File: config.mk
export PLATFORM = sky130hd
export DESIGN_NAME = tx_frame_slot_ring_tracker
export DESIGN_NICKNAME = d
export VERILOG_FILES = /design/src/tfsr_pkg.sv /design/src/tx_frame_slot_ring_tracker.sv /design/src/tfsr_status_mem.sv
export SDC_FILE = /design/constraint.sdc
export NUM_CORES = 1
export LEC_CHECK = 0
export BUFFER_PORTS_ARGS = -buffer_cell sky130_fd_sc_hd__buf_2
export CORE_MARGIN = 3
export CORE_UTILIZATION = 61
export CTS_CLUSTER_DIAMETER = 30
export DETAILED_ROUTE_END_ITERATION = 12
export GPL_TIMING_DRIVEN = 1
export HOLD_SLACK_MARGIN = 0.12
export PLACE_DENSITY = 0.8
export SYNTH_ARGS = -nofsm -noshare
export SYNTH_HDL_FRONTEND = slang
export SYNTH_SLANG_ARGS = --single-unit
File: constraint.sdc
create_clock -name i_clk -period 4.9 [get_ports i_clk]
set_input_delay 0.735 -clock i_clk [delete_from_list [all_inputs] [get_ports i_clk]]
set_output_delay 0.735 -clock i_clk [all_outputs]
set_load 0.02 [all_outputs]
File: src/tfsr_pkg.sv
package tfsr_pkg;

    // Buffer and tag ring geometry
    localparam int BUF_ADDR_BITS = 10;
    localparam int TAG_BITS      = 4;
    localparam int NSLOTS        = 1 << TAG_BITS;
    localparam int BUF_WORDS     = 1 << BUF_ADDR_BITS;

    // Operation codes
    localparam logic [1:0] OP_PREPARE  = 2'd0;
    localparam logic [1:0] OP_ENQUEUE  = 2'd1;
    localparam logic [1:0] OP_PROGRESS = 2'd2;
    localparam logic [1:0] OP_RELEASE  = 2'd3;

    // Slot status codes
    localparam logic [1:0] ST_UNUSED  = 2'd0;
    localparam logic [1:0] ST_PREPARE = 2'd1;
    localparam logic [1:0] ST_SENDING = 2'd2;
    localparam logic [1:0] ST_WAITACK = 2'd3;

    typedef struct packed {
        logic [1:0]               op;
        logic [BUF_ADDR_BITS-1:0] frame_words;
        logic [7:0]               seq_number;
        logic [TAG_BITS-1:0]      slot_tag;
        logic [31:0]              now_tick;
        logic [TAG_BITS-1:0]      done_tag;
    } t_in_beat;

    typedef struct packed {
        logic [TAG_BITS-1:0]      given_tag;
        logic [BUF_ADDR_BITS:0]   free_words;
        logic                     cmd_valid;
        logic [TAG_BITS-1:0]      cmd_tag;
        logic [BUF_ADDR_BITS-1:0] cmd_len;
        logic [BUF_ADDR_BITS-1:0] cmd_start;
        logic [TAG_BITS:0]        odd_states;
    } t_out_beat;

    // Per-slot frame record
    typedef struct packed {
        logic [BUF_ADDR_BITS-1:0] slot_words;
        logic [BUF_ADDR_BITS-1:0] slot_begin;
        logic [BUF_ADDR_BITS-1:0] slot_end;
    } t_slot_rec;

    // Status memory ports
    typedef struct packed {
        logic                en;
        logic [TAG_BITS-1:0] tag;
    } t_st_rd;

    typedef struct packed {
        logic                en;
        logic [TAG_BITS-1:0] tag;
        logic [1:0]          status;
    } t_st_wr;

endpackage

File: src/tx_frame_slot_ring_tracker.sv
// Channel  Direction  Handshake                 Beat
// in       input      i_in_valid / o_in_stall   i_in  (t_in_beat)
// out      output     o_out_valid / i_out_stall o_out (t_out_beat)
//
// One item at a time. Prepare goes to the done step, enqueue and release first
// do one record-memory read, progress walks n tags (0 to 15): the status memory
// reads each tag and writes back the ones found sending as waiting for the ack.
// Reset is synchronous; pointers, the next tag and status valid bits clear at once, the completed tag sets to all ones.
// A finished beat waits in the output register; while it is stalled the
// next item is taken and held in its final step until the register frees.
module tx_frame_slot_ring_tracker (
    input  logic                i_clk,
    input  logic                i_rst_n,
    input  logic                i_in_valid,
    output logic                o_in_stall,
    input  tfsr_pkg::t_in_beat  i_in,
    output logic                o_out_valid,
    input  logic                i_out_stall,
    output tfsr_pkg::t_out_beat o_out
);
    import tfsr_pkg::*;

    localparam logic [1:0] S_IDLE = 2'd0;
    localparam logic [1:0] S_READ = 2'd1;
    localparam logic [1:0] S_WALK = 2'd2;
    localparam logic [1:0] S_DONE = 2'd3;

    logic [1:0]               r_state, n_state;
    logic [BUF_ADDR_BITS-1:0] r_top, n_top;
    logic [BUF_ADDR_BITS-1:0] r_bot, n_bot;
    logic [TAG_BITS-1:0]      r_next_tag, n_next_tag;
    logic [TAG_BITS-1:0]      r_hw_done, n_hw_done;
    logic                     r_chk_valid, n_chk_valid;
    logic                     r_out_valid, n_out_valid;
    logic [TAG_BITS-1:0]      r_walk, n_walk;
    logic [TAG_BITS:0]        r_odd, n_odd;
    t_out_beat                r_out, n_out;
    logic [1:0]               r_op;
    logic [TAG_BITS-1:0]      r_given;
    logic [TAG_BITS-1:0]      r_stop;
    logic [TAG_BITS-1:0]      r_chk_tag;
    t_slot_rec                r_rec_mem [NSLOTS];
    t_slot_rec                r_rec_q;

    logic                     in_acc;
    logic                     out_free;
    logic [BUF_ADDR_BITS-1:0] top_add;
    logic [BUF_ADDR_BITS:0]   free_w;
    logic [1:0]               st_rd;
    t_st_rd                   st_rd_port;
    t_st_wr                   st_wr_port;
    t_out_beat                res;

    assign o_in_stall  = (r_state != S_IDLE);
    assign in_acc      = i_in_valid && !o_in_stall;
    assign out_free    = !r_out_valid || !i_out_stall;
    assign top_add     = r_top + i_in.frame_words;
    assign o_out_valid = r_out_valid;
    assign o_out       = r_out;

    // Status memory
    tfsr_status_mem u_status (
        .i_clk       (i_clk),
        .i_rst_n     (i_rst_n),
        .i_rd        (st_rd_port),
        .o_rd_status (st_rd),
        .i_wr        (st_wr_port)
    );

    // Read the next walked tag
    always_comb begin
        st_rd_port.en  = (r_state == S_WALK) && (r_walk != r_stop);
        st_rd_port.tag = r_walk;
    end

    // Pick the status write: command at accept, or walk write-back
    always_comb begin
        st_wr_port.en     = 1'b0;
        st_wr_port.tag    = i_in.slot_tag;
        st_wr_port.status = ST_UNUSED;
        if (in_acc) begin
            case (i_in.op)
                OP_PREPARE: begin
                    st_wr_port.en     = 1'b1;
                    st_wr_port.tag    = r_next_tag;
                    st_wr_port.status = ST_PREPARE;
                end
                OP_ENQUEUE: begin
                    st_wr_port.en     = 1'b1;
                    st_wr_port.status = ST_SENDING;
                end
                OP_RELEASE: begin
                    st_wr_port.en     = 1'b1;
                    st_wr_port.status = ST_UNUSED;
                end
                default: begin
                    st_wr_port.en = 1'b0;
                end
            endcase
        end else if (r_state == S_WALK && r_chk_valid && st_rd == ST_SENDING) begin
            st_wr_port.en     = 1'b1;
            st_wr_port.tag    = r_chk_tag;
            st_wr_port.status = ST_WAITACK;
        end
    end

    // Record memory: write on prepare, read on enqueue and release
    always_ff @(posedge i_clk) begin
        if (in_acc && i_in.op == OP_PREPARE) begin
            r_rec_mem[r_next_tag] <= '{slot_words: i_in.frame_words,
                                       slot_begin: r_top,
                                       slot_end:   top_add};
        end
        if (in_acc && (i_in.op == OP_ENQUEUE || i_in.op == OP_RELEASE)) begin
            r_rec_q <= r_rec_mem[i_in.slot_tag];
        end
    end

    // Free space from the current pointers
    always_comb begin
        if (r_top >= r_bot) begin
            free_w = (BUF_ADDR_BITS+1)'(BUF_WORDS) - {1'b0, r_top} + {1'b0, r_bot};
        end else begin
            free_w = {1'b0, r_bot} - {1'b0, r_top} - (BUF_ADDR_BITS+1)'(1);
        end
    end

    // Assemble the result beat
    always_comb begin
        res.given_tag  = r_given;
        res.free_words = free_w;
        res.cmd_valid  = (r_op == OP_ENQUEUE);
        res.cmd_tag    = (r_op == OP_ENQUEUE) ? r_given : '0;
        res.cmd_len    = (r_op == OP_ENQUEUE) ? r_rec_q.slot_words : '0;
        res.cmd_start  = (r_op == OP_ENQUEUE) ? r_rec_q.slot_begin : '0;
        res.odd_states = (r_op == OP_PROGRESS) ? r_odd : '0;
    end

    // Sequence one item
    always_comb begin
        n_state     = r_state;
        n_top       = r_top;
        n_bot       = r_bot;
        n_next_tag  = r_next_tag;
        n_hw_done   = r_hw_done;
        n_chk_valid = 1'b0;
        n_walk      = r_walk;
        n_odd       = r_odd;
        n_out_valid = r_out_valid && i_out_stall;
        n_out       = r_out;
        case (r_state)
            S_IDLE: begin
                if (in_acc) begin
                    case (i_in.op)
                        OP_PREPARE: begin
                            n_top      = top_add;
                            n_next_tag = r_next_tag + TAG_BITS'(1);
                            n_state    = S_DONE;
                        end
                        OP_PROGRESS: begin
                            n_hw_done = i_in.done_tag;
                            n_walk    = r_hw_done + TAG_BITS'(1);
                            n_odd     = '0;
                            n_state   = S_WALK;
                        end
                        default: begin
                            n_state = S_READ;
                        end
                    endcase
                end
            end
            S_READ: begin
                if (r_op == OP_RELEASE) begin
                    n_bot = r_rec_q.slot_end;
                end
                n_state = S_DONE;
            end
            S_WALK: begin
                if (r_chk_valid && st_rd != ST_SENDING) begin
                    n_odd = r_odd + (TAG_BITS+1)'(1);
                end
                if (r_walk != r_stop) begin
                    n_chk_valid = 1'b1;
                    n_walk      = r_walk + TAG_BITS'(1);
                end else begin
                    n_state = S_DONE;
                end
            end
            S_DONE: begin
                if (out_free) begin
                    n_out_valid = 1'b1;
                    n_out       = res;
                    n_state     = S_IDLE;
                end
            end
            default: begin
                n_state = S_IDLE;
            end
        endcase
    end

    // Control registers
    always_ff @(posedge i_clk) begin
        if (!i_rst_n) begin
            r_state     <= S_IDLE;
            r_top       <= '0;
            r_bot       <= '0;
            r_next_tag  <= '0;
            r_hw_done   <= '1;
            r_chk_valid <= 1'b0;
            r_out_valid <= 1'b0;
        end else begin
            r_state     <= n_state;
            r_top       <= n_top;
            r_bot       <= n_bot;
            r_next_tag  <= n_next_tag;
            r_hw_done   <= n_hw_done;
            r_chk_valid <= n_chk_valid;
            r_out_valid <= n_out_valid;
        end
    end

    // Payload registers
    always_ff @(posedge i_clk) begin
        r_walk <= n_walk;
        r_odd  <= n_odd;
        r_out  <= n_out;
        if (st_rd_port.en) begin
            r_chk_tag <= r_walk;
        end
        if (in_acc) begin
            r_op   <= i_in.op;
            r_stop <= i_in.done_tag + TAG_BITS'(1);
            case (i_in.op)
                OP_PREPARE:  r_given <= r_next_tag;
                OP_PROGRESS: r_given <= i_in.done_tag;
                default:     r_given <= i_in.slot_tag;
            endcase
        end
    end

    // Checks
    a_chk_only_in_walk: assert property (@(posedge i_clk) disable iff (!i_rst_n)
        r_chk_valid |-> r_state == S_WALK)
        else $error("walk check pending outside the walk");

    a_accept_leaves_idle: assert property (@(posedge i_clk) disable iff (!i_rst_n)
        in_acc |=> r_state != S_IDLE)
        else $error("accepted beat did not start work");

    a_cmd_fields_zero: assert property (@(posedge i_clk) disable iff (!i_rst_n)
        o_out_valid && !o_out.cmd_valid |->
            o_out.cmd_tag == '0 && o_out.cmd_len == '0 && o_out.cmd_start == '0)
        else $error("command fields set without a command");

    a_free_bound: assert property (@(posedge i_clk) disable iff (!i_rst_n)
        o_out_valid |-> o_out.free_words <= (BUF_ADDR_BITS+1)'(BUF_WORDS))
        else $error("free space beyond buffer size");

    a_odd_bound: assert property (@(posedge i_clk) disable iff (!i_rst_n)
        o_out_valid |-> o_out.odd_states < (TAG_BITS+1)'(NSLOTS))
        else $error("odd count beyond walk length");

endmodule

File: src/tfsr_status_mem.sv
module tfsr_status_mem (
    input  logic             i_clk,
    input  logic             i_rst_n,
    input  tfsr_pkg::t_st_rd i_rd,
    output logic [1:0]       o_rd_status,
    input  tfsr_pkg::t_st_wr i_wr
);
    import tfsr_pkg::*;

    logic [1:0]        r_mem [NSLOTS];
    logic [NSLOTS-1:0] r_vld;
    logic [1:0]        r_q;
    logic              r_q_ok;

    // Write the status array
    always_ff @(posedge i_clk) begin
        if (i_wr.en) begin
            r_mem[i_wr.tag] <= i_wr.status;
        end
    end

    // Mark written entries; an unmarked entry reads as unused
    always_ff @(posedge i_clk) begin
        if (!i_rst_n) begin
            r_vld <= '0;
        end else if (i_wr.en) begin
            r_vld[i_wr.tag] <= 1'b1;
        end
    end

    // Registered read
    always_ff @(posedge i_clk) begin
        if (i_rd.en) begin
            r_q    <= r_mem[i_rd.tag];
            r_q_ok <= r_vld[i_rd.tag];
        end
    end

    assign o_rd_status = r_q_ok ? r_q : ST_UNUSED;

endmodule

==> run_results.csv, run 1 <==
group,metric,value,unit
drt,wirelength,66200,microns
drt,wl_met1,24000,microns
timing,setup_violations,0,
timing,clock.fmax,0.236,GHz
timing,tns,0,ps
clock_network,cts_hold_buf,0,
pwr,p_leak,0.0106,uW
global_routing,grt_max_degree,54,
drt,wl_met3,7080,microns
pwr,cellPowerDensity,507,nW/um^2
pwr,power.total,15900,uW
timing,skew,28.5,ps
drt,top_layer,"met5",
floorplanning,die_x,214,microns
clock_network,cts_buffers,109,
setup_path,critPathKind,"reg2reg",
place,dp_hpwl,31900,microns
drt,vias,14391,
logic_synthesis,synth_edf_count,613,
global_routing,antenna_found_initial,2,
drt,post-route-drc-count,0,
setup_path,endpoint_kind,"flip-flop",
status,status,"complete, but fails checks",
timing,holdWs,388,ps
logic_synthesis,syn_area_per_cell,19.6,sq um
place,place_area,27700,sq um
final_layout,n_antenna_cell,0,
pwr,intPower,12100,uW
place,gp_congestion,0.867,
logic_synthesis,syn-cell-area,26400,sq um
place,port_buffers,70,
timing,finalCritPeriodShare,0.863,
timing,slew_violations,0,
final_layout,seq_area,19400,sq um
setup_path,crit_fanout,20,
timing,max_slew_margin,0.00590,
min_path,hold_class,"in2reg",
floorplanning,die_h,214,microns
min_path,holdCritStartpoint,"i_in[3]",
drt,antenna_left,0,
setup_path,cp_cell_sequence,"ha_1 -> inv_1 -> fa_1 -> nor2b_1 -> o21ai_0 -> a21boi_0 -> o21ai_0 -> nor2b_1 -> xnor2_1",
final_layout,fillers,2182,
global_routing,gr-total-overflow,0,
clock_network,cts_resized,0,
timing,rsz0062_at_grt,"no",
floorplanning,io_pins,111,
logic_synthesis,synth_nets,1458,
setup_path,cp_top_family,"XOR/XNOR gates",
logic_synthesis,synth_async_sr_flop_share,0,
logic_synthesis,yosysSeqAreaShare,0.733,
clock_network,cts_tree,"built",
drt,vias_per_cell,6.62,
final_layout,design_area,31400,sq um
final_layout,drive_above_1_share,0.307,
run,cap_violations,1,
final_layout,multi_input_area,6750,sq um
pwr,p_sw_frac,0.243,
setup_path,cp.arrival,4470,ps
logic_synthesis,synth_cell_type_count,62,
floorplanning,rows,75,
pwr,power_switching,3870,uW
pwr,p_comb_frac,0.094,
floorplanning,die_area,45800,sq um
clock_network,cts-root-buf,"clkbuf_16",
clock_network,cts_num_sinks,661,
logic_synthesis,postSynthCellCount,1349,
setup_path,crit_path_start_kind,"flip-flop",
clock_network,insertion_delay,650,ps
clock_network,path_clk_slew,50,ps
logic_synthesis,ys.flop_type,"edfxtp_1",
timing,tightest_slew,1480,ps
pwr,vdd_drop_max,0.455,mV
drt,drt_iter0_drc,1810,
drt,firstDrtPassIters,6,
final_layout,synthToLayoutAreaGrowth,19.1,%
pwr,clockPowerShare,0.488,
clock_network,cts_setup_buffers,0,
global_routing,first_global_vias,14982,
pwr,pwr-share-seq,0.418,
setup_path,critPathRequiredTime,5140,ps
floorplanning,initial_core_util,0.624,
clock_network,clockBufferDepth,3,
setup_path,slowest_delay,990,ps
setup_path,cp-startpoint,"r_top[0]$_SDFFE_PN0P_",
timing,fin_crit,4230,ps
drt,post_drt_wl_per_cell,30.5,microns
clock_network,h-tree-depth,3,
setup_path,r2r-start,"r_top[0]$_SDFFE_PN0P_",
logic_synthesis,synth_seq_cells,661,
global_routing,grt_use_total,0.297,
drt,wl_met2,32300,microns
timing,hold_viol_final,0,
logic_synthesis,yosysWarnings,0,
final_layout,layout.nets,1611,
status,violations,"capacitance limit",
setup_path,critPathSlowestCell,"xnor2_1",
global_routing,grt_pass1_wl,99400,microns
setup_path,critPathBufInv,1,
floorplanning,core,42300,sq um
-- cell usage after synthesis, drive strengths merged (15+ instances only) --
| cell type | number | area share |
|---|---|---|
| edfxtp | 613 | 0.70 |
| mux4 | 165 | 0.14 |
| nand2 | 64 | 0.0091 |
| dfxtp | 48 | 0.036 |
| clkbuf | 45 | 0.0064 |
| inv | 45 | 0.0064 |
| nor2 | 45 | 0.0064 |
| and2 | 42 | 0.0099 |
| ha | 42 | 0.020 |
| a21oi | 22 | 0.0042 |
| xnor2 | 21 | 0.0070 |
| a21boi | 19 | 0.0054 |
| buf | 16 | 0.0033 |
| o21a | 16 | 0.0045 |
| o21ai | 16 | 0.0032 |
| mux2i | 15 | 0.0058 |
-- cell type report --
class                   instances  share of cell area
flip-flops and latches        661               0.616
multi-input cells             582               0.215
clock buffers                 125              0.0906
clock inverters                82              0.0295
well taps                     577              0.0230
repair buffers                103              0.0210
inverters                      45             0.00537
-- power groups by stage --
| stage | clock network, uW | registers (uW) | logic [uW] |
|---|---|---|---|
| finish | 7780 | 6670 | 1490 |
| CTS | 7840 | 6670 | 1480 |
| floorplan | 0 | 6780 | 999 |
| global placement | 0 | 6760 | 1390 |
| detailed placement | 0 | 6770 | 1440 |
| global route | 8080 | 6690 | 1610 |
-- cells by family after synthesis --
family / after synthesis / share of synthesized area
AO/OA/AOI/OAI: 116 / 0.0319
XOR/XNOR: 27 / 0.00895
adder cells (fa/ha/maj): 45 / 0.0222
buffers and inverters: 106 / 0.0161
flip-flops: 661 / 0.733
multiplexers: 181 / 0.147
AND/OR/NAND/NOR: 213 / 0.0405
-- sequential cells by signal, indices dropped and copies added (netlist names) --
| signal | count |
|---|---|
| o_out | 45 |
| o_out_valid | 1 |
| r_bot | 10 |
| r_chk_tag | 4 |
| r_chk_valid | 1 |
| r_given | 4 |
| r_hw_done | 4 |
| r_next_tag | 4 |
| r_odd | 5 |
| r_op | 2 |
| r_rec_mem | 480 |
| r_rec_q | 30 |
| r_state | 2 |
| r_stop | 4 |
| r_top | 10 |
| r_walk | 4 |
| u_status.r_mem | 32 |
| u_status.r_q | 2 |
| u_status.r_q_ok | 1 |
| u_status.r_vld | 16 |
-- layer usage --
layer,GRT usage,vias to the layer above
li1,-,5775
met1,0.402,7379
met2,0.471,1038
met3,0.0666,197
met4,0.139,2
met5,0,-
-- final timing paths --
path | endpoint | cells after the start | slack (ps)
max reg2reg | r_rec_mem[4][6]$_DFFE_PP_ | 9 | 670
min reg2reg | o_out[44]$_DFFE_PP_ | 0 | 430
max | r_rec_mem[4][6]$_DFFE_PP_ | 9 | 670
min | r_hw_done[3]$_SDFFE_PN1P_ | 3 | 390
-- placed cells by master, fill, tap and decap left out, types with 4 or more instances in the layout --
cell type	synthesis	layout
a21oi_1	22	22
and3_1	4	4
o21a_1	16	16
nor3_2	0	4
buf_4	2	30
buf_2	10	68
xnor2_1	21	21
nand2b_1	4	4
nand4_1	4	4
mux2i_1	14	14
clkinvlp_4	0	14
xor2_1	6	6
a221oi_1	4	4
and2_1	42	42
bufinv_16	0	14
clkbuf_16	0	110
clkbuf_1	45	11
nand3_1	11	11
inv_1	45	45
a21boi_0	19	18
edfxtp_1	613	613
nand2_1	64	64
clkbuf_8	0	5
clkinv_4	0	9
ha_1	42	42
nor3_1	11	7
clkinv_2	0	10
nor2_4	0	13
clkinv_1	0	9
buf_12	0	4
o21ai_0	15	15
mux4_2	165	165
a21o_1	7	7
inv_6	0	23
nor2b_1	12	11
dfxtp_1	48	48
nor2_1	45	32
-- stage by stage --
stage	utilization	instances	setup slack (ps)
after floorplan	-	1349	366
after global placement	0.654	1968	1280
after detailed placement	0.654	1968	1140
after CTS	0.743	2175	905
after global routing	0.743	2175	558
final	0.743	2175	669
-- tightest hold or removal path, stage by stage --
cell and delay (ps):
buf_2 120, mux2i_1 70, nand2_1 60
Note: power is estimated with default switching activity, not from simulation.
==> run 2: changes to the inputs <==
--- a/config.mk
+++ b/config.mk
@@ -10,7 +10,7 @@
 export CORE_UTILIZATION = 61
 export CTS_CLUSTER_DIAMETER = 30
 export DETAILED_ROUTE_END_ITERATION = 12
-export GPL_TIMING_DRIVEN = 1
+export GPL_TIMING_DRIVEN = 0
 export HOLD_SLACK_MARGIN = 0.12
 export PLACE_DENSITY = 0.8
 export SYNTH_ARGS = -nofsm -noshare
==> run 2 against run 1 <==
  * The flow now finishes without violations
  * First-iteration DRC count is 3.0% higher
  * Clock skew fell by 7.4 ps
  * Wire length rose by 3.1%
  * Highest routed layer is now met4
  * Die area is the same
  * Sequential share of layout area down 0.64 points
  * Combinational power up 6%
==> run_results.csv, run 2 (synthesis results as in run 1) <==
group,metric,value,unit
status,status,"finished, final reports clean",
timing,skew,21.1,ps
floorplanning,die_h,214,microns
floorplanning,rows,75,
pwr,intPower,11900,uW
pwr,p_comb_frac,0.100,
timing,fin_crit,4490,ps
global_routing,grt_max_degree,29,
global_routing,grt_pass1_wl,102000,microns
pwr,clockPowerShare,0.478,
floorplanning,die_area,45800,sq um
final_layout,reg_top3,"r_rec_mem: 480 flops, o_out: 45 flops, u_status.r_mem: 32 flops",
clock_network,cts_setup_buffers,0,
pwr,p_leak,0.0107,uW
drt,antenna_left,0,
clock_network,cts_buffers,107,
timing,slew_violations,0,
floorplanning,die_x,214,microns
setup_path,regToRegSetupSlack,410,ps
setup_path,slowest_delay,970,ps
pwr,pwr-share-seq,0.422,
floorplanning,io_pins,111,
place,dp.cells,2017,
clock_network,cts-root-buf,"clkbuf_16",
floorplanning,initial_core_util,0.624,
final_layout,synthToLayoutAreaGrowth,20.3,%
drt,drt_iter0_drc,1865,
clock_network,path_clk_slew,60,ps
global_routing,antenna_found_initial,1,
setup_path,r2r-start,"r_top[1]$_SDFFE_PN0P_",
pwr,cellPowerDensity,498,nW/um^2
setup_path,crit_path_start_kind,"flip-flop",
setup_path,reg2reg_depth,8,
setup_path,crit_top_cell,"o21ai_0",
setup_path,cp_cell_sequence,"inv_1 -> fa_1 -> nor2b_1 -> o21ai_0 -> a21boi_0 -> o21ai_0 -> a21oi_1 -> xor2_1",
global_routing,gr-total-overflow,0,
final_layout,layout.nets,1658,
drt,vias_per_cell,6.62,
setup_path,cp-startpoint,"r_top[1]$_SDFFE_PN0P_",
global_routing,grt_use_total,0.303,
clock_network,cts_hold_buf,0,
timing,hold_viol_final,0,
drt,post-route-drc-count,0,
floorplanning,core,42300,sq um
setup_path,crit_fanout,22,
setup_path,critPathRequiredTime,5160,ps
place,port_buffers,65,
clock_network,cts_tree,"built",
pwr,vdd_drop_max,0.482,mV
final_layout,mostFrequentLayoutCell,"edfxtp_1",
clock_network,h-tree-depth,3,
timing,tightest_slew,1470,ps
setup_path,critPathSlowestCell,"dfxtp_1",
clock_network,clockBufferDepth,3,
place,gp_congestion,0.886,
setup_path,crit_end,"r_rec_mem[6][8]$_DFFE_PP_",
min_path,hold_class,"in2reg",
final_layout,postLayoutCoreUtil,0.751,
timing,setup_violations,0,
place,dp_hpwl,38500,microns
run,cap_violations,0,
clock_network,insertion_delay,640,ps
final_layout,largest_reg_flops,480,
final_layout,max_flop_register,"r_rec_mem",
timing,max_slew_margin,0.0155,
drt,wirelength,68300,microns
clock_network,cts_num_sinks,661,
pwr,power_switching,3930,uW
setup_path,worstReg2RegEnd,"r_rec_mem[6][8]$_DFFE_PP_",
final_layout,layout.cells.non_filler,2220,
final_layout,drive_above_1_share,0.300,
clock_network,cts_resized,0,
pwr,p_sw_frac,0.248,
setup_path,cp.arrival,4750,ps
timing,finalCritPeriodShare,0.917,
global_routing,first_global_vias,15408,
drt,post_drt_wl_per_cell,30.8,microns
drt,vias,14701,
timing,clock.fmax,0.223,GHz
timing,rsz0062_at_grt,"no",
drt,firstDrtPassIters,6,
final_layout,layout_common_cells,"edfxtp_1 (613), mux4_2 (165), clkbuf_16 (109)",
setup_path,endpoint_kind,"flip-flop",
setup_path,critPathKind,"reg2reg",
==> run 2: how the worst min path moves through the flow <==
stage / startpoint / endpoint / slack [ps] / cells after the start
after floorplan: r_given[0]$_DFFE_PN_ / o_out[41]$_DFFE_PP_ / 420 / 0
after global placement: r_given[3]$_DFFE_PN_ / o_out[44]$_DFFE_PP_ / 420 / 0
after detailed placement: r_walk[2]$_DFFE_PP_ / r_chk_tag[2]$_DFFE_PN_ / 440 / 0
after CTS: i_in[59] / r_op[1]$_DFFE_PN_ / 330 / 1
after global routing: i_in[59] / r_op[1]$_DFFE_PN_ / 340 / 1
final: i_in[59] / r_op[1]$_DFFE_PN_ / 350 / 1
==> run 2: area by class of cell <==
type | instances | area [sq um]
multi-input combinational | 582 | 6770
antenna | 2 | 5.00
clock inverter | 83 | 888
fill | 2185 | 10500
clock buffer | 118 | 2790
timing repair buffer | 91 | 808
tap | 577 | 722
inverter | 45 | 169
sequential | 661 | 19400
buffer | 61 | 256
==> run 2: layer usage <==
layer / global-route usage / vias up / share of wire
li1: - / 5863 / -
met1: 0.390 / 7514 / 0.35
met2: 0.497 / 1056 / 0.49
met3: 0.0761 / 268 / 0.10
met4: 0.139 / 0 / 0.050
met5: 0 / - / 0
==> run 2: power groups by stage <==
| stage | Combinational, uW | Sequential (uW) | Clock [uW] |
|---|---|---|---|
| global placement | 1420 | 6780 | 0 |
| floorplan | 999 | 6780 | 0 |
| detailed placement | 1510 | 6770 | 0 |
| finish | 1580 | 6670 | 7570 |
| global route | 1690 | 6680 | 7860 |
| CTS | 1560 | 6670 | 7600 |
==> run 2: worst max-delay path: cells and delay by family (launching register included) <==
| family | cells | cell delay (ps) |
|---|---|---|
| AOI/OAI and AO/OA | 4 | 1200 |
| DFF | 1 | 970 |
| buffers and inverters | 1 | 330 |
| and+or+nand+nor | 1 | 130 |
| xor gates and xnor gates | 1 | 920 |
| adders and majority gates | 1 | 550 |
==> run 2: per-stage QoR <==
stage          setup WS, ps  cell area, sq um  setup TNS, ps  hold slack (ps)  total power [uW]
2_1_floorplan           366             26400              0              417              7780
3_3_place_gp          -2230             27500        -370980              423              8190
3_5_place_dp           1040             28100              0              439              8280
4_1_cts                 585             31800              0              331             15800
5_1_grt                 433             31800              0              343             16200
6_report                409             31800              0              351             15800
==> run 3: changes to the inputs <==
--- a/config.mk
+++ b/config.mk
@@ -15,4 +15,5 @@
 export PLACE_DENSITY = 0.8
 export SYNTH_ARGS = -nofsm -noshare
 export SYNTH_HDL_FRONTEND = slang
+export SYNTH_HIERARCHICAL = 1
 export SYNTH_SLANG_ARGS = --single-unit
==> run 3 against run 2 <==
  * Wire length decreased by 0.11%
  * Die area rose by 0.77%
  * Utilization grew 0.26 points
  * Synthesized area grew 0.79%
  * Setup slack improved by 540 ps
  * Sequential share of layout area is 0.48 points lower
==> run_results.csv, run 3 <==
group,metric,value,unit
status,status,"finished, final reports clean",
floorplanning,io_pins,111,
place,dp_hpwl,37600,microns
global_routing,grt_use_total,0.300,
timing,tightest_slew,1410,ps
clock_network,h-tree-depth,3,
clock_network,cts_num_sinks,661,
drt,top_layer,"met4",
timing,clock.fmax,0.253,GHz
setup_path,cp.arrival,4500,ps
pwr,cellPowerDensity,504,nW/um^2
drt,antenna_left,0,
clock_network,cts_resized,0,
clock_network,cts_hold_buf,0,
floorplanning,die_h,215,microns
clock_network,path_clk_slew,50,ps
pwr,clockPowerShare,0.482,
global_routing,gr-total-overflow,0,
logic_synthesis,synth.most_common_cell,"edfxtp_1",
final_layout,layout_common_cells,"edfxtp_1 (613), mux4_2 (152), clkbuf_16 (109)",
drt,wl_met3,6950,microns
drt,wl_met2,34100,microns
drt,post_drt_wl_per_cell,30.3,microns
drt,vias,14865,
final_layout,drive_above_1_share,0.286,
floorplanning,die_x,215,microns
global_routing,antenna_found_initial,0,
timing,slew_violations,0,
setup_path,crit_path_start_kind,"flip-flop",
timing,skew,30.4,ps
floorplanning,rows,75,
clock_network,clockBufferDepth,3,
timing,tns,0,ps
clock_network,cts_setup_buffers,0,
clock_network,cts-root-buf,"clkbuf_16",
floorplanning,initial_core_util,0.626,
pwr,p_leak,0.0110,uW
logic_synthesis,yosysSeqAreaShare,0.728,
final_layout,largest_reg_flops,480,
timing,setup_violations,0,
timing,rsz0062_at_grt,"no",
final_layout,postLayoutCoreUtil,0.753,
timing,fin_crit,3950,ps
pwr,p_comb_frac,0.102,
logic_synthesis,synth_edf_count,613,
logic_synthesis,synth_cell_type_count,64,
logic_synthesis,postSynthCellCount,1379,
final_layout,max_flop_register,"r_rec_mem",
pwr,vdd_drop_max,0.327,mV
timing,finalCritPeriodShare,0.807,
setup_path,regToRegSetupSlack,950,ps
pwr,power_switching,3940,uW
logic_synthesis,synth_area_leaders,"edfxtp_1 (69%), mux4_2 (13%), dfxtp_1 (3.6%)",
logic_synthesis,synth_nets,1487,
drt,wl_met1,23800,microns
run,cap_violations,0,
final_layout,layout.nets,1691,
pwr,p_sw_frac,0.244,
setup_path,endpoint_kind,"flip-flop",
drt,post-route-drc-count,0,
logic_synthesis,synth_top_area_share,0.692,
place,port_buffers,68,
setup_path,crit_fanout,22,
timing,hold_viol_final,0,
clock_network,cts_buffers,108,
drt,drt_iter0_drc,1811,
final_layout,fillers,2101,
logic_synthesis,yosysWarnings,6,
final_layout,mostFrequentLayoutCell,"edfxtp_1",
logic_synthesis,syn-cell-area,26600,sq um
logic_synthesis,synth_seq_cells,661,
setup_path,critPathRequiredTime,5450,ps
global_routing,grt_pass1_wl,102000,microns
logic_synthesis,yosys.area.top_type,"edfxtp_1",
place,gp_congestion,0.858,
global_routing,grt_max_degree,31,
final_layout,n_antenna_cell,0,
clock_network,insertion_delay,650,ps
logic_synthesis,ys.flop_type,"edfxtp_1",
logic_synthesis,synth_async_sr_flop_share,0,
final_layout,reg_top3,"r_rec_mem: 480 flops, o_out: 45 flops, u_status/r_mem: 32 flops",
floorplanning,die_area,46200,sq um
pwr,pwr-share-seq,0.416,
drt,firstDrtPassIters,5,
floorplanning,core,42500,sq um
logic_synthesis,synth_commonest_cells,"edfxtp_1 (613), mux4_2 (152), nand2_1 (72)",
logic_synthesis,syn_area_per_cell,19.3,sq um
pwr,power.total,16200,uW
drt,wirelength,68200,microns
timing,max_slew_margin,0.0515,
pwr,intPower,12200,uW
drt,vias_per_cell,6.60,
final_layout,synthToLayoutAreaGrowth,20.3,%
setup_path,critPathKind,"reg2reg",
global_routing,first_global_vias,15614,
min_path,hold_class,"in2reg",
clock_network,cts_tree,"built",
-- run 3: cell types whose count changed in the layout (fill, tap and decap cells not counted), moves of 6 or more --
cell and change:
clkbuf_1 -15, mux4_2 -13, buf_6 +10, mux4_1 +10
clkinv_1 +9, nand2_1 +8, nor3_1 +8, bufinv_16 +7
inv_6 -7, inv_8 -6
-- run 3: path summary, 6_finish.rpt --
kind,cells past startpoint,endpoint,start
worst max-delay path,8,r_top[8]$_SDFFE_PN0P_,r_top[1]$_SDFFE_PN0P_
worst max register to register,8,r_top[8]$_SDFFE_PN0P_,r_top[1]$_SDFFE_PN0P_
worst min-delay path,1,r_op[1]$_DFFE_PP_,i_in[59]
worst min register to register,0,o_out[41]$_DFFE_PP_,r_given[0]$_DFFE_PP_
-- run 3: cells by family (layout without fill, tap and decap cells) --
logic type | after synthesis | count (layout) | synth area share
flops | 661 | 661 | 0.728
simple gates | 243 | 243 | 0.0459
mux | 177 | 177 | 0.144
compound gates | 124 | 124 | 0.0329
buf+inv | 104 | 400 | 0.0193
fa+ha+maj | 44 | 44 | 0.0215
xor+xnor | 26 | 26 | 0.00856
-- run 3: layout make-up --
cell class / count / area [sq um] / area share
Sequential cell: 661 / 19400 / 0.605
Multi-Input combinational cell: 614 / 6880 / 0.215
Clock buffer: 117 / 2760 / 0.0861
Clock inverter: 85 / 1020 / 0.0317
Timing Repair Buffer: 94 / 773 / 0.0241
Tap cell: 577 / 722 / 0.0225
Buffer: 61 / 353 / 0.0110
Inverter: 43 / 161 / 0.00504
-- run 3: routing by layer --
layer | GRT usage | vias up
met5 | 0 | -
met2 | 0.495 | 1019
li1 | - | 5989
met4 | 0.141 | 0
met1 | 0.383 | 7622
met3 | 0.0725 | 235
-- run 3: through the flow --
step / cell area [sq um] / worst slack [ps] / cells / hold slack [ps]
6_report: 32000 / 947 / 2252 / 327
5_1_grt: 32000 / 860 / 2252 / 313
4_1_cts: 32000 / 1120 / 2252 / 308
3_5_place_dp: 28200 / 1190 / 2050 / 427
3_3_place_gp: 27700 / -2080 / 2024 / 423
2_1_floorplan: 26600 / 366 / 1379 / 417
-- run 3: worst max-delay path, stage by stage (launching register included) --
cell and delay, ps:
dfxtp_1 900, inv_1 330, fa_1 530, nor2b_1 220, o2111ai_1 190, a31oi_1 320, xor2_1 1010, nand2_1 130
a21boi_0 220
-- run 3: power groups by stage --
stage | clock network, uW | logic, uW | registers [uW]
after floorplan | 0 | 1060 | 6820
after global placement | 0 | 1490 | 6820
after detailed placement | 0 | 1570 | 6810
after CTS | 7830 | 1620 | 6710
after global routing | 8090 | 1780 | 6730
final | 7790 | 1640 | 6720
